===== src/mhpq_pkg.sv =====
// Shared constants and types for the max-heap priority queue.
// Holds opcodes, status codes, the capacity register layout and the
// command/status structs between controller and datapath. No dependencies.
package mhpq_pkg;

    // capacity register
    localparam int              CAP_W     = 11;
    localparam logic [CAP_W-1:0] CAP_RESET = 11'd1024;

    // request opcodes (any other code behaves as a peek)
    localparam logic [1:0] OP_INSERT = 2'd0;
    localparam logic [1:0] OP_POLL   = 2'd1;
    localparam logic [1:0] OP_PEEK   = 2'd2;

    // result status codes
    localparam logic [1:0] ST_OK    = 2'd0;
    localparam logic [1:0] ST_FULL  = 2'd1;
    localparam logic [1:0] ST_EMPTY = 2'd2;

    // datapath operations issued by the controller
    typedef enum logic [3:0] {
        DP_NOP,
        DP_ACCEPT,
        DP_INS_READ,
        DP_INS_MOVE,
        DP_INS_PLACE,
        DP_ROOT_READ,
        DP_POLL_TAKE,
        DP_PEEK_TAKE,
        DP_DN_READ,
        DP_DN_MOVE,
        DP_DN_PLACE,
        DP_OUT
    } dp_op_t;

    typedef struct packed {
        dp_op_t op;
    } dp_cmd_t;

    // flags reported back to the controller
    typedef struct packed {
        logic insert_req;   // request on the input port is an insert
        logic full;         // count at or above effective capacity
        logic empty;        // count is zero
        logic held_poll;    // accepted request was a poll
        logic at_root;      // hole position is the root
        logic parent_less;  // parent degree below the moving entry
        logic dn_move;      // a child beats the moving entry
    } dp_sts_t;

endpackage


===== src/mhpq_ctrl.sv =====
// Controller state machine of the max-heap priority queue: sequences the
// insert sift-up, the poll sift-down and the result handshake.
// Depends on mhpq_pkg; drives mhpq_datapath.
module mhpq_ctrl
    import mhpq_pkg::*;
(
    input  logic    clk,
    input  logic    rst_n,
    input  logic    in_valid,
    output logic    in_stall,
    output logic    out_valid,
    input  logic    out_stall,
    output dp_cmd_t cmd,
    input  dp_sts_t sts
);

    typedef enum logic [2:0] {
        S_IDLE,
        S_INS_CHK,
        S_INS_CMP,
        S_ROOT_RD,
        S_ROOT_TAKE,
        S_DN_CHK,
        S_DN_CMP,
        S_RESULT
    } state_t;

    state_t state_reg;
    state_t state_next;
    logic   out_valid_reg;
    logic   out_valid_next;

    // next state and datapath command
    always_comb
    begin
        state_next     = state_reg;
        out_valid_next = out_valid_reg && out_stall;
        cmd.op         = DP_NOP;
        unique case (state_reg)
            S_IDLE:
            begin
                if (in_valid)
                begin
                    cmd.op = DP_ACCEPT;
                    if (sts.insert_req)
                    begin
                        state_next = sts.full ? S_RESULT : S_INS_CHK;
                    end
                    else
                    begin
                        state_next = sts.empty ? S_RESULT : S_ROOT_RD;
                    end
                end
            end
            S_INS_CHK:
            begin
                if (sts.at_root)
                begin
                    cmd.op     = DP_INS_PLACE;
                    state_next = S_RESULT;
                end
                else
                begin
                    cmd.op     = DP_INS_READ;
                    state_next = S_INS_CMP;
                end
            end
            S_INS_CMP:
            begin
                if (sts.parent_less)
                begin
                    cmd.op     = DP_INS_MOVE;
                    state_next = S_INS_CHK;
                end
                else
                begin
                    cmd.op     = DP_INS_PLACE;
                    state_next = S_RESULT;
                end
            end
            S_ROOT_RD:
            begin
                cmd.op     = DP_ROOT_READ;
                state_next = S_ROOT_TAKE;
            end
            S_ROOT_TAKE:
            begin
                if (sts.held_poll)
                begin
                    cmd.op     = DP_POLL_TAKE;
                    state_next = S_DN_CHK;
                end
                else
                begin
                    cmd.op     = DP_PEEK_TAKE;
                    state_next = S_RESULT;
                end
            end
            S_DN_CHK:
            begin
                // heap emptied by this poll: nothing to sift
                if (sts.empty)
                begin
                    state_next = S_RESULT;
                end
                else
                begin
                    cmd.op     = DP_DN_READ;
                    state_next = S_DN_CMP;
                end
            end
            S_DN_CMP:
            begin
                if (sts.dn_move)
                begin
                    cmd.op     = DP_DN_MOVE;
                    state_next = S_DN_CHK;
                end
                else
                begin
                    cmd.op     = DP_DN_PLACE;
                    state_next = S_RESULT;
                end
            end
            S_RESULT:
            begin
                if (!out_valid_reg || !out_stall)
                begin
                    cmd.op         = DP_OUT;
                    out_valid_next = 1'b1;
                    state_next     = S_IDLE;
                end
            end
            default:
            begin
                state_next = S_IDLE;
            end
        endcase
    end

    // state and output valid
    always_ff @(posedge clk or negedge rst_n)
    begin
        if (!rst_n)
        begin
            state_reg     <= S_IDLE;
            out_valid_reg <= 1'b0;
        end
        else
        begin
            state_reg     <= state_next;
            out_valid_reg <= out_valid_next;
        end
    end

    assign in_stall  = (state_reg != S_IDLE);
    assign out_valid = out_valid_reg;

    // checks
    a_result_issued: assert property (@(posedge clk) disable iff (!rst_n)
        state_reg == S_RESULT && (!out_valid_reg || !out_stall) |=> out_valid_reg)
        else $error("result slot free but no result presented");

    a_valid_from_result: assert property (@(posedge clk) disable iff (!rst_n)
        $rose(out_valid_reg) |-> $past(state_reg) == S_RESULT)
        else $error("result raised outside the result state");

    a_accept_leaves_idle: assert property (@(posedge clk) disable iff (!rst_n)
        in_valid && !in_stall |=> state_reg != S_IDLE)
        else $error("accepted request left the controller idle");

endmodule


===== config.mk =====
export PLATFORM = sky130hd
export DESIGN_NAME = mhpq_ctrl
export DESIGN_NICKNAME = d
export VERILOG_FILES = /design/src/mhpq_pkg.sv /design/src/mhpq_ctrl.sv
export SDC_FILE = /design/constraint.sdc
export NUM_CORES = 1
export LEC_CHECK = 0
export ABC_AREA = 1
export BUFFER_PORTS_ARGS = -buffer_cell sky130_fd_sc_hd__buf_4
export CAP_MARGIN = 20
export CORE_AREA = 8 8 45 47
export DETAILED_ROUTE_END_ITERATION = 6
export DIE_AREA = 0 0 53 55
export GPL_TIMING_DRIVEN = 0
export MAX_ROUTING_LAYER = met4
export REMOVE_ABC_BUFFERS = 1
export SLEW_MARGIN = 20
export SYNTH_ARGS = -nofsm -noshare
export SYNTH_HDL_FRONTEND = slang
export SYNTH_SLANG_ARGS = --single-unit

===== constraint.sdc =====
create_clock -name clk -period 2.2 [get_ports clk]
set_input_delay 0.33 -clock clk [delete_from_list [all_inputs] [get_ports clk]]
set_output_delay 0.33 -clock clk [all_outputs]
set_load 0.005 [all_outputs]

# Word level (Yosys, flattened, before mapping)
# Cells that the tools add are included.
# word_totals
reg_bits	4
in_bits	11
word_cells	39
# classes
n_eq_ne	9
n_mux	21
n_reduce_logical	7
# op_table
op	n
one-hot mux 4 bit (8 select lines)	1
2-to-1 mux 3 bit	9
one-hot mux 3 bit (8 select lines)	1
equality test 3 bit (second input constant)	4
2-to-1 mux 4 bit	2
equality test 3 x 2 -> 1 bit (second input constant)	2
2-to-1 mux 2 bit	3
2-to-1 mux 1 bit	5
inequality test 2 bit (second input constant)	2
equality test 3 x 1 -> 1 bit (second input constant)	1
zero test 3 bit	1
nonzero test 3 bit	1
zero test 1 bit	2
AND reduction 2 bit	1
logical AND 1 bit	1
logical OR 1 bit	1

# Longest topological paths before layout
# Gate-level depths: netlist of the first run.
# depth
ltp_word	4
mapped_depth	8
ltp_nobuf	7

# Worst setup path after synthesis of the first run
# Ideal clock, no wire load.
# synth_path
kind	register to output
start	reg state_reg[2]
end	out cmd[0] (netlist bit)
arrival_time_ns	0.957
required_ns	1.870
setup_slack_ns	0.913
stages_incl_launch_ff	7
cell_sequence	dfrtp_1 > buf_2 > inv_2 > nand3_1 > nor2_1 > nor2_1 > nand4_1
# synth_lines
item	line_no	rtl
start, declared	mhpq_ctrl.sv:28	state_t state_reg;
start signal, assigned	mhpq_ctrl.sv:151	state_reg <= state_next;
end, declared	mhpq_ctrl.sv:13	output dp_cmd_t cmd,

==> results of run 1 <==
## logic make-up after synthesis
| family | Yosys count | share of synthesized area |
|---|---|---|
| and+or+nand+nor | 44 | 0.524 |
| buffers and inverters | 16 | 0.144 |
| DFF | 4 | 0.231 |
| AOI/OAI and AO/OA | 7 | 0.101 |
## placed cells by master (no fill, tap or decap), drive strengths merged
cell type and instances:
dlygate4sd3 1, nand3 8, nand4 4, o211ai 1, clkbuf 3, buf 16
inv 14, o21ai 3, o21a 1, nor2 11, a21oi 2, nand2 21
dfrtp 4
## what timing repair did
item / 4_1_cts / 5_1_grt
hold buffers: 1 / 0
hold endpoints to repair: 4 / 0
setup endpoints to repair: 0 / 0
## synthesized netlist by cell type (all sizes together)
cell type and number:
a21oi 2, buf 2, dfrtp 4, inv 14, nand2 21, nand3 8, nand4 4, nor2 11
o211ai 1, o21a 1, o21ai 3
## per-layer routing
layer | GRT usage | vias to the layer above
met3 | 0.0134 | 3
met4 | 0.0517 | 0
met5 | - | -
met1 | 0.0858 | 220
li1 | - | 260
met2 | 0.150 | 10
## stage by stage
stage | area, µm² | power, µW | utilization
floorplan | 424 | 509 | -
global placement | 564 | 713 | 0.408
detailed placement | 564 | 717 | 0.408
CTS | 597 | 818 | 0.431
global route | 597 | 880 | 0.431
finish | 597 | 806 | 0.431
## worst paths after layout
check | end | cells past startpoint | slack, ns | startpoint
min | out_valid$_DFF_PN0_ | 3 | 0.35 | out_stall
min in group asynchronous | state_reg[2]$_DFFE_PN0P_ | 2 | 0.42 | rst_n
max reg2reg | state_reg[0]$_DFFE_PN0P_ | 7 | 0.93 | state_reg[2]$_DFFE_PN0P_
max | cmd[0] | 6 | 0.41 | state_reg[2]$_DFFE_PN0P_
max in group asynchronous | state_reg[1]$_DFFE_PN0P_ | 2 | 1.67 | rst_n
min reg2reg | out_valid$_DFF_PN0_ | 2 | 0.53 | out_valid$_DFF_PN0_
## power by group through the flow
stage | Sequential, µW | Combinational, µW | Clock [µW]
2_1_floorplan | 185 | 324 | 0
3_3_place_gp | 198 | 515 | 0
3_5_place_dp | 197 | 521 | 0
4_1_cts | 196 | 525 | 96.3
5_1_grt | 204 | 573 | 103
6_report | 197 | 515 | 93.7
## cell type report
class                      instances  area, µm²  area share
inverter                          14       52.6      0.0881
timing repair buffer              17        130       0.218
tap                               16       20.0      0.0335
multi-input combinational         51        272       0.455
sequential                         4        100       0.168
clock buffer                       3       22.5      0.0377
## tightest hold or removal path, stage by stage
cell and delay, ns:
buf_4 0.07, nand2_1 0.06, o21ai_0 0.08
==> summary.txt, run 1 <==
Outcome
  • Status: complete, no violations

GRT
  • Number of global-route vias before repair: 483
  • Gr usage total: 0.0847
  • Largest net degree at the start of global routing: 10
  • Grt total ovfl: 0
  • Initial antenna violation count: 0
  • First-pass GRT wire length: 1800 µm

Logic synthesis
  • Syn avg cell area: 6.12 µm²
  • Post-synthesis sequential area ratio: 0.231
  • Mapped cell area: 434 µm²
  • Synthesized flop and latch total: 4
  • Synthesized instance count: 71
  • Yosys warns: 0
  • Synth top area share: 0.231
  • Ranking of synthesized cells by area: dfrtp_1 (23%), nand2_1 (14%), inv_1 (8.6%)
  • Yosys top cell by area: dfrtp_1
  • Distinct cells, synth: 18

Clocking
  • Clk slew on worst S/H paths: 0.04 ns
  • Num CTS Buffers: 3
  • Maximum buffer depth of the clock tree: 2
  • CTS tree: yes
  • H-tree levels: 1
  • Clock sinks: 4
  • Clock latency on the worst-skew pair: 0.24 ns
  • CTS root buf: clkbuf_4
  • PostCTS Resize Cnt: 0
  • Post-CTS Setup Inserts: 0

STA
  • Fmax: 558 MHz
  • Final Setup Violations: 0
  • Hold_ws: 0.347 ns
  • RSZ-0062 raised after global routing: no
  • Period utilization: 0.815
  • Setup tns final: 0 ns
  • Final WS setup: 0.408 ns
  • Final hold violations: 0
  • Slew HR: 0.767
  • Max-slew violations: 0
  • Worst Skew: 0.00462 ns
  • Tightest Pin Transition: 0.349 ns
  • Post-layout min period: 1.79 ns

Critical path
  • Worst setup EP type: output pin
  • CP Cell Sequence: inv_2 > nor2_4 > nand2_1 > o21a_1 > nand4_1 > buf_4
  • Crit Path Max Fanout: 9
  • Slowest cell on crit path: dfrtp_1
  • Buffers & Inverters on Critical Path: 2
  • Crit Path Category: flop to output pin
  • CP required: 1.87 ns
  • Startpoint types: flop
  • Worst EP arrival: 1.46 ns
  • Crit-path max cell delay: 0.52 ns
  • Largest delay contributor family on the critical path: flip-flops

Floorplan
  • Core area: 0.00138 mm²
  • Chip Height: 55 µm
  • Starting Density: 0.314
  • Die area: 0.00292 mm²
  • Chip Width: 53 µm
  • Rows: 14
  • I/O Pins: 17

Finish
  • Number of diodes: 0
  • Fill cell count: 157
  • Nets: 102
  • Final cell count without fillers: 105
  • Max reg flops: 3
  • Area delta synth->final: 37.5%
  • Layout cells sized above 1: 0.382

Worst hold path
  • Min-Delay Path Class: input pin to flop

Power and ir drop
  • Clock power frac: 0.116
  • Power per cell area: 1350 mW/mm²
  • Reg power frac: 0.245
  • Switching pwr: 393 µW
  • Cell Int Power: 414 µW
  • Peak supply drop: 716 µV
  • Sw Ratio: 0.487
  • Leak Pwr: 0.000341 µW
  • Comb power frac: 0.639

Route
  • Drt drc: 0
  • Met1 Wirelength: 476 µm
  • Highest Signal Layer: met4
  • DRT Pass-1 Iters: 4
  • Initial drt markers: 5
  • Vias per cell: 4.70
  • Met3 Routed Length: 69 µm
  • Wirelength per Cell: 10.9 µm
  • Final WL: 1150 µm
  • Routed Antenna Nets: 0
  • Wire length on met2: 589 µm
  • Vias: 493

Placement
  • I/O Buffers: 16
  • HPWL Detailed: 950 µm
  • GP Congestion: 0.812
  • # placed instances: 101
  • Place WS: 0.667 ns

Run
  • Max-cap viol count: 0
Note: power is estimated with default switching activity, not from simulation.
==> run 2, diff against run 1 <==
==> constraint.sdc (replaced) <==
create_clock -name clk -period 1.73 [get_ports clk]
set_input_delay 0.2595 -clock clk [delete_from_list [all_inputs] [get_ports clk]]
set_output_delay 0.2595 -clock clk [all_outputs]
set_load 0.005 [all_outputs]
==> run 2 against run 1 <==
Compared with the run above:
- power up 28%
- largest cell class unchanged
- critical endpoint unchanged
- register-to-register slack got worse by 0.40 ns
- sequential share of layout area is 0.10 points higher
- critical path type unchanged
==> summary.txt, run 2 (same netlist as run 1, synthesis figures left out) <==
Floorplan
  • Starting Density: 0.314
  • Core area: 0.00138 mm²
  • Die area: 0.00292 mm²
  • Rows: 14
  • I/O Pins: 17
  • Chip Height: 55 µm
  • Chip Width: 53 µm

Route
  • Vias per cell: 4.70
  • Routed Antenna Nets: 0
  • Final WL: 1150 µm
  • Drt drc: 0
  • Initial drt markers: 5
  • DRT Pass-1 Iters: 4
  • Vias: 493
  • Wirelength per Cell: 10.9 µm

Critical path
  • Setup slack, reg-to-reg: 0.53 ns
  • Crit Path Max Fanout: 8
  • Worst setup EP type: output pin
  • CP Cell Sequence: nand2_4 > nor2_4 > nand2_1 > o21a_1 > nand4_1 > buf_4
  • Worst EP arrival: 1.38 ns
  • Slowest cell on crit path: dfrtp_1
  • Crit Path Category: flop to output pin
  • Crit-path max cell delay: 0.54 ns
  • Buffers & Inverters on Critical Path: 1
  • Startpoint types: flop
  • Largest delay contributor family on the critical path: flip-flops
  • CP required: 1.47 ns

Run
  • Max-cap viol count: 0

Finish
  • Commonest cells after routing, fill and taps aside: nand2_1 (16), buf_4 (16), inv_1 (10)
  • Final Cell Area: 601 µm²
  • Layout cells sized above 1: 0.393
  • Max reg flops: 3
  • Area delta synth->final: 38.3%
  • Nets: 102
  • Number of diodes: 0

Clocking
  • Num CTS Buffers: 3
  • Clock sinks: 4
  • H-tree levels: 1
  • CTS tree: yes
  • Maximum buffer depth of the clock tree: 2
  • Clk slew on worst S/H paths: 0.04 ns
  • Clock latency on the worst-skew pair: 0.24 ns
  • CTS root buf: clkbuf_4

STA
  • Final Setup Violations: 0
  • Slew HR: 0.767
  • Max-slew violations: 0
  • Fmax: 610 MHz
  • Hold_ws: 0.276 ns
  • Tightest Pin Transition: 0.349 ns
  • RSZ-0062 raised after global routing: no
  • Post-layout min period: 1.64 ns
  • Period utilization: 0.948
  • Setup tns final: 0 ns
  • Final hold violations: 0
  • Worst Skew: 0.00462 ns

GRT
  • Initial antenna violation count: 0
  • Global Route met1 Usage: 0.0858
  • Number of global-route vias before repair: 483
  • GR Util met3: 0.0134
  • Grt total ovfl: 0
  • Most Used Layer, Global Route: met2
  • Gr usage total: 0.0847
  • Largest net degree at the start of global routing: 10
  • GR Util met2: 0.150
  • First-pass GRT wire length: 1800 µm

Placement
  • HPWL Detailed: 950 µm
  • GP Congestion: 0.812
  • I/O Buffers: 16
  • Placed inst area: 564 µm²

Power and ir drop
  • Peak supply drop: 931 µV
  • Power per cell area: 1720 mW/mm²
  • Leak Pwr: 0.000340 µW

Outcome
  • Status: complete, no violations

Worst hold path
  • Min-Delay Path Class: input pin to flop
## run 2: cell count changes in the layout (fill, tap and decap cells not counted)
cell | before | now
dfrtp_1 | 4 | 3
dfrtp_2 | 0 | 1
inv_2 | 4 | 3
inv_4 | 0 | 1
## run 2: per-layer routing
layer  up-vias  part of all wire
met2        10              0.51
met4         0             0.011
met3         3             0.060
met1       220              0.41
li1        260                 -
met5         -                 0
## run 2: worst min-delay path, cell delays in order
cell	delay, ns
buf_4	0.07
nand2_1	0.06
o21ai_0	0.08
## run 2: final cells by class
cell class                 instances  area, µm²
tap                               16       20.0
sequential                         4        101
timing repair buffer              17        130
inverter                          14       55.1
multi-input combinational         51        272
fill                             156        783
clock buffer                       3       22.5
## run 2: power breakdown
part	internal, µW	total [µW]	switching (µW)
clock network	77.8	119	41.3
registers	144	258	114
logic	310	658	348
## run 2: repair_timing
action,in CTS,in global routing
hold endpoints to repair,4,0
gates resized for setup,0,2
endpoints found under the setup margin,0,2
setup buffers,0,0
hold buffers,1,0
## run 2: worst paths after layout
path	depth (start not counted)	endpoint	from
worst max-delay path	6	cmd[0]	state_reg[1]$_DFFE_PN0P_
worst min-delay path	3	out_valid$_DFF_PN0_	out_stall
worst max register to register	6	state_reg[0]$_DFFE_PN0P_	state_reg[1]$_DFFE_PN0P_
worst min register to register	2	out_valid$_DFF_PN0_	out_valid$_DFF_PN0_
max in group asynchronous	2	state_reg[2]$_DFFE_PN0P_	rst_n
min in group asynchronous	2	state_reg[2]$_DFFE_PN0P_	rst_n
## run 2: per-stage QoR
stage	cells	power (µW)	util	setup WS, ns
after floorplan	69	647	-	0.526
after global placement	101	907	0.408	0.276
after detailed placement	101	912	0.408	0.268
after CTS	105	1040	0.431	0.00824
after global routing	105	1130	0.434	0.0329
final	105	1040	0.434	0.0896
==> run 3, diff against run 2 <==
--- a/config.mk
+++ b/config.mk
@@ -5,7 +5,7 @@
 export SDC_FILE = /design/constraint.sdc
 export NUM_CORES = 1
 export LEC_CHECK = 0
-export ABC_AREA = 1
+export ABC_AREA = 0
 export BUFFER_PORTS_ARGS = -buffer_cell sky130_fd_sc_hd__buf_4
 export CAP_MARGIN = 20
 export CORE_AREA = 8 8 45 47
==> run 3 against run 2 <==
Compared with the run above:
- highest routed layer unchanged
- utilization increased by 3.1 points
- synthesized cell count decreased by 23%
- cell count decreased by 9.5%
- die area unchanged
- global-route usage increased by 1.6 points
==> summary.txt, run 3 <==
Outcome
  • Status: complete, no violations

Finish
  • Nets: 92
  • Max reg flops: 3
  • Commonest non-fill, non-tap cell in the layout: buf_4
  • Area delta synth->final: 52.5%
  • Number of diodes: 0
  • Commonest cells after routing, fill and taps aside: buf_4 (20), nand2_1 (5), nand2b_1 (4)
  • Fill cell count: 141
  • Final core area utilization: 0.465
  • Final Cell Area: 643 µm²
  • Layout cells sized above 1: 0.392

Floorplan
  • Starting Density: 0.305
  • Rows: 14
  • Core area: 0.00138 mm²
  • Chip Height: 55 µm
  • I/O Pins: 17
  • Die area: 0.00292 mm²
  • Chip Width: 53 µm

Logic synthesis
  • Most frequent cell after synthesis: nand2_1
  • Synthesized instance count: 55
  • Number of flops mapped to enable cells by yosys: 0
  • Yosys warns: 0
  • Top post-synthesis cells by count: nand2_1 (5), dfrtp_1 (4), nand2b_1 (4)
  • Post-synthesis sequential area ratio: 0.237
  • Synth top area share: 0.237
  • Main synth FF type: dfrtp_1
  • Synthesized flop and latch total: 4
  • Mapped cell area: 422 µm²
  • Yosys top cell by area: dfrtp_1
  • Post-synthesis async set-or-reset flop share: 1.00
  • Distinct cells, synth: 35
  • Syn avg cell area: 7.67 µm²
  • Ranking of synthesized cells by area: dfrtp_1 (24%), nand2b_1 (5.9%), o31ai_1 (5.3%)

STA
  • Post-layout min period: 1.66 ns
  • Fmax: 601 MHz
  • Period utilization: 0.962
  • Final WS setup: 0.0650 ns
  • Hold_ws: 0.265 ns
  • RSZ-0062 raised after global routing: yes
  • Slew HR: 0.792
  • Max-slew violations: 0
  • Final hold violations: 0
  • Worst Skew: 0.00651 ns
  • Tightest Pin Transition: 0.307 ns
  • Final Setup Violations: 0

Power and ir drop
  • Switching pwr: 495 µW
  • Peak supply drop: 717 µV
  • Reg power frac: 0.209
  • Comb power frac: 0.692
  • Power per cell area: 1870 mW/mm²
  • Overall power consumption: 1210 µW
  • Cell Int Power: 710 µW
  • Leak Pwr: 0.000295 µW
  • Clock power frac: 0.099
  • Sw Ratio: 0.411

Clocking
  • Clock sinks: 4
  • Num CTS Buffers: 3
  • Maximum buffer depth of the clock tree: 2
  • CTS root buf: clkbuf_4
  • Clk slew on worst S/H paths: 0.04 ns
  • H-tree levels: 1
  • CTS tree: yes
  • Clock latency on the worst-skew pair: 0.24 ns

Placement
  • GP Congestion: 0.748
  • Placed inst area: 538 µm²
  • I/O Buffers: 16
  • Place WS: 0.101 ns

GRT
  • Grt total ovfl: 0
  • Largest net degree at the start of global routing: 16
  • First-pass GRT wire length: 1990 µm
  • Gr usage total: 0.100
  • Initial antenna violation count: 0
  • Number of global-route vias before repair: 495

Worst hold path
  • WHS Path Cells: 3
  • Min-Delay Path Class: input pin to flop

Route
  • Routed Antenna Nets: 0
  • Drt drc: 0
  • Initial drt markers: 19
  • Vias: 515
  • Wirelength per Cell: 13.2 µm
  • Final WL: 1260 µm
  • Vias per cell: 5.42
  • DRT Pass-1 Iters: 5

Critical path
  • Crit Path Max Fanout: 7
  • Setup slack, reg-to-reg: 0.30 ns
  • Startpoint types: flop
  • Worst setup EP type: output pin
  • Crit Path Category: flop to output pin
  • CP required: 1.47 ns
  • FF-to-FF path depth: 5
  • Worst EP arrival: 1.41 ns

Run
  • Max-cap viol count: 0
-- run 3: worst paths after layout --
path | start | to
worst min register to register | out_valid$_DFF_PN0_ | out_valid$_DFF_PN0_
worst max-delay path | state_reg[0]$_DFFE_PN0P_ | cmd[0]
worst max register to register | state_reg[2]$_DFFE_PN0P_ | state_reg[1]$_DFFE_PN0P_
worst min-delay path | out_stall | out_valid$_DFF_PN0_
max in group asynchronous | rst_n | state_reg[2]$_DFFE_PN0P_
min in group asynchronous | rst_n | out_valid$_DFF_PN0_
-- run 3: cell families after synthesis --
family | count (synthesis) | share of synthesized area
and+or+nand+nor | 25 | 0.329
DFF | 4 | 0.237
muxes | 1 | 0.0237
buffers and inverters | 7 | 0.0979
AOI/OAI and AO/OA | 18 | 0.312
-- run 3: area by class of cell --
type | instances | area (µm²) | share of cell area
well taps | 16 | 20.0 | 0.0311
clock buffers | 3 | 22.5 | 0.0350
flip-flops and latches | 4 | 104 | 0.161
inverters | 4 | 20.0 | 0.0311
multi-input cells | 44 | 280 | 0.436
repair buffers | 24 | 196 | 0.305
-- run 3: per-stage QoR --
step | instances | TNS [ns]
3_5_place_dp | 84 | 0
2_1_floorplan | 52 | 0
6_report | 95 | 0
5_1_grt | 95 | -0.0122
3_3_place_gp | 84 | 0
4_1_cts | 94 | 0
-- run 3: worst max-delay path, stage by stage (launching register included) --
cell	delay, ns
dfrtp_2	0.44
buf_12	0.15
or2b_1	0.14
o221ai_1	0.09
a32o_1	0.21
buf_4	0.13
-- run 3: power groups by stage --
stage               Clock (µW)  Combinational (µW)  Sequential [µW]
floorplan                    0                 386              258
global placement             0                 600              298
detailed placement           0                 600              296
CTS                        120                 800              249
global route               136                 932              267
finish                     119                 834              252
-- run 3: what timing repair did --
action | CTS | global route
resized for setup | 2 | 3
endpoints found under the setup margin | 2 | 3
gates cloned | 0 | 0
hold endpoints to repair | 4 | 0
buffers inserted | 6 | 1
hold buffers | 1 | 0
pin swaps | 0 | 2
-- run 3: metal layers --
metal | wire length, µm | vias up | track usage
met4 | 48 | 0 | 0.112
li1 | - | 256 | -
met5 | 0 | - | -
met1 | 491 | 238 | 0.0868
met3 | 81 | 4 | 0.0481
met2 | 634 | 17 | 0.150
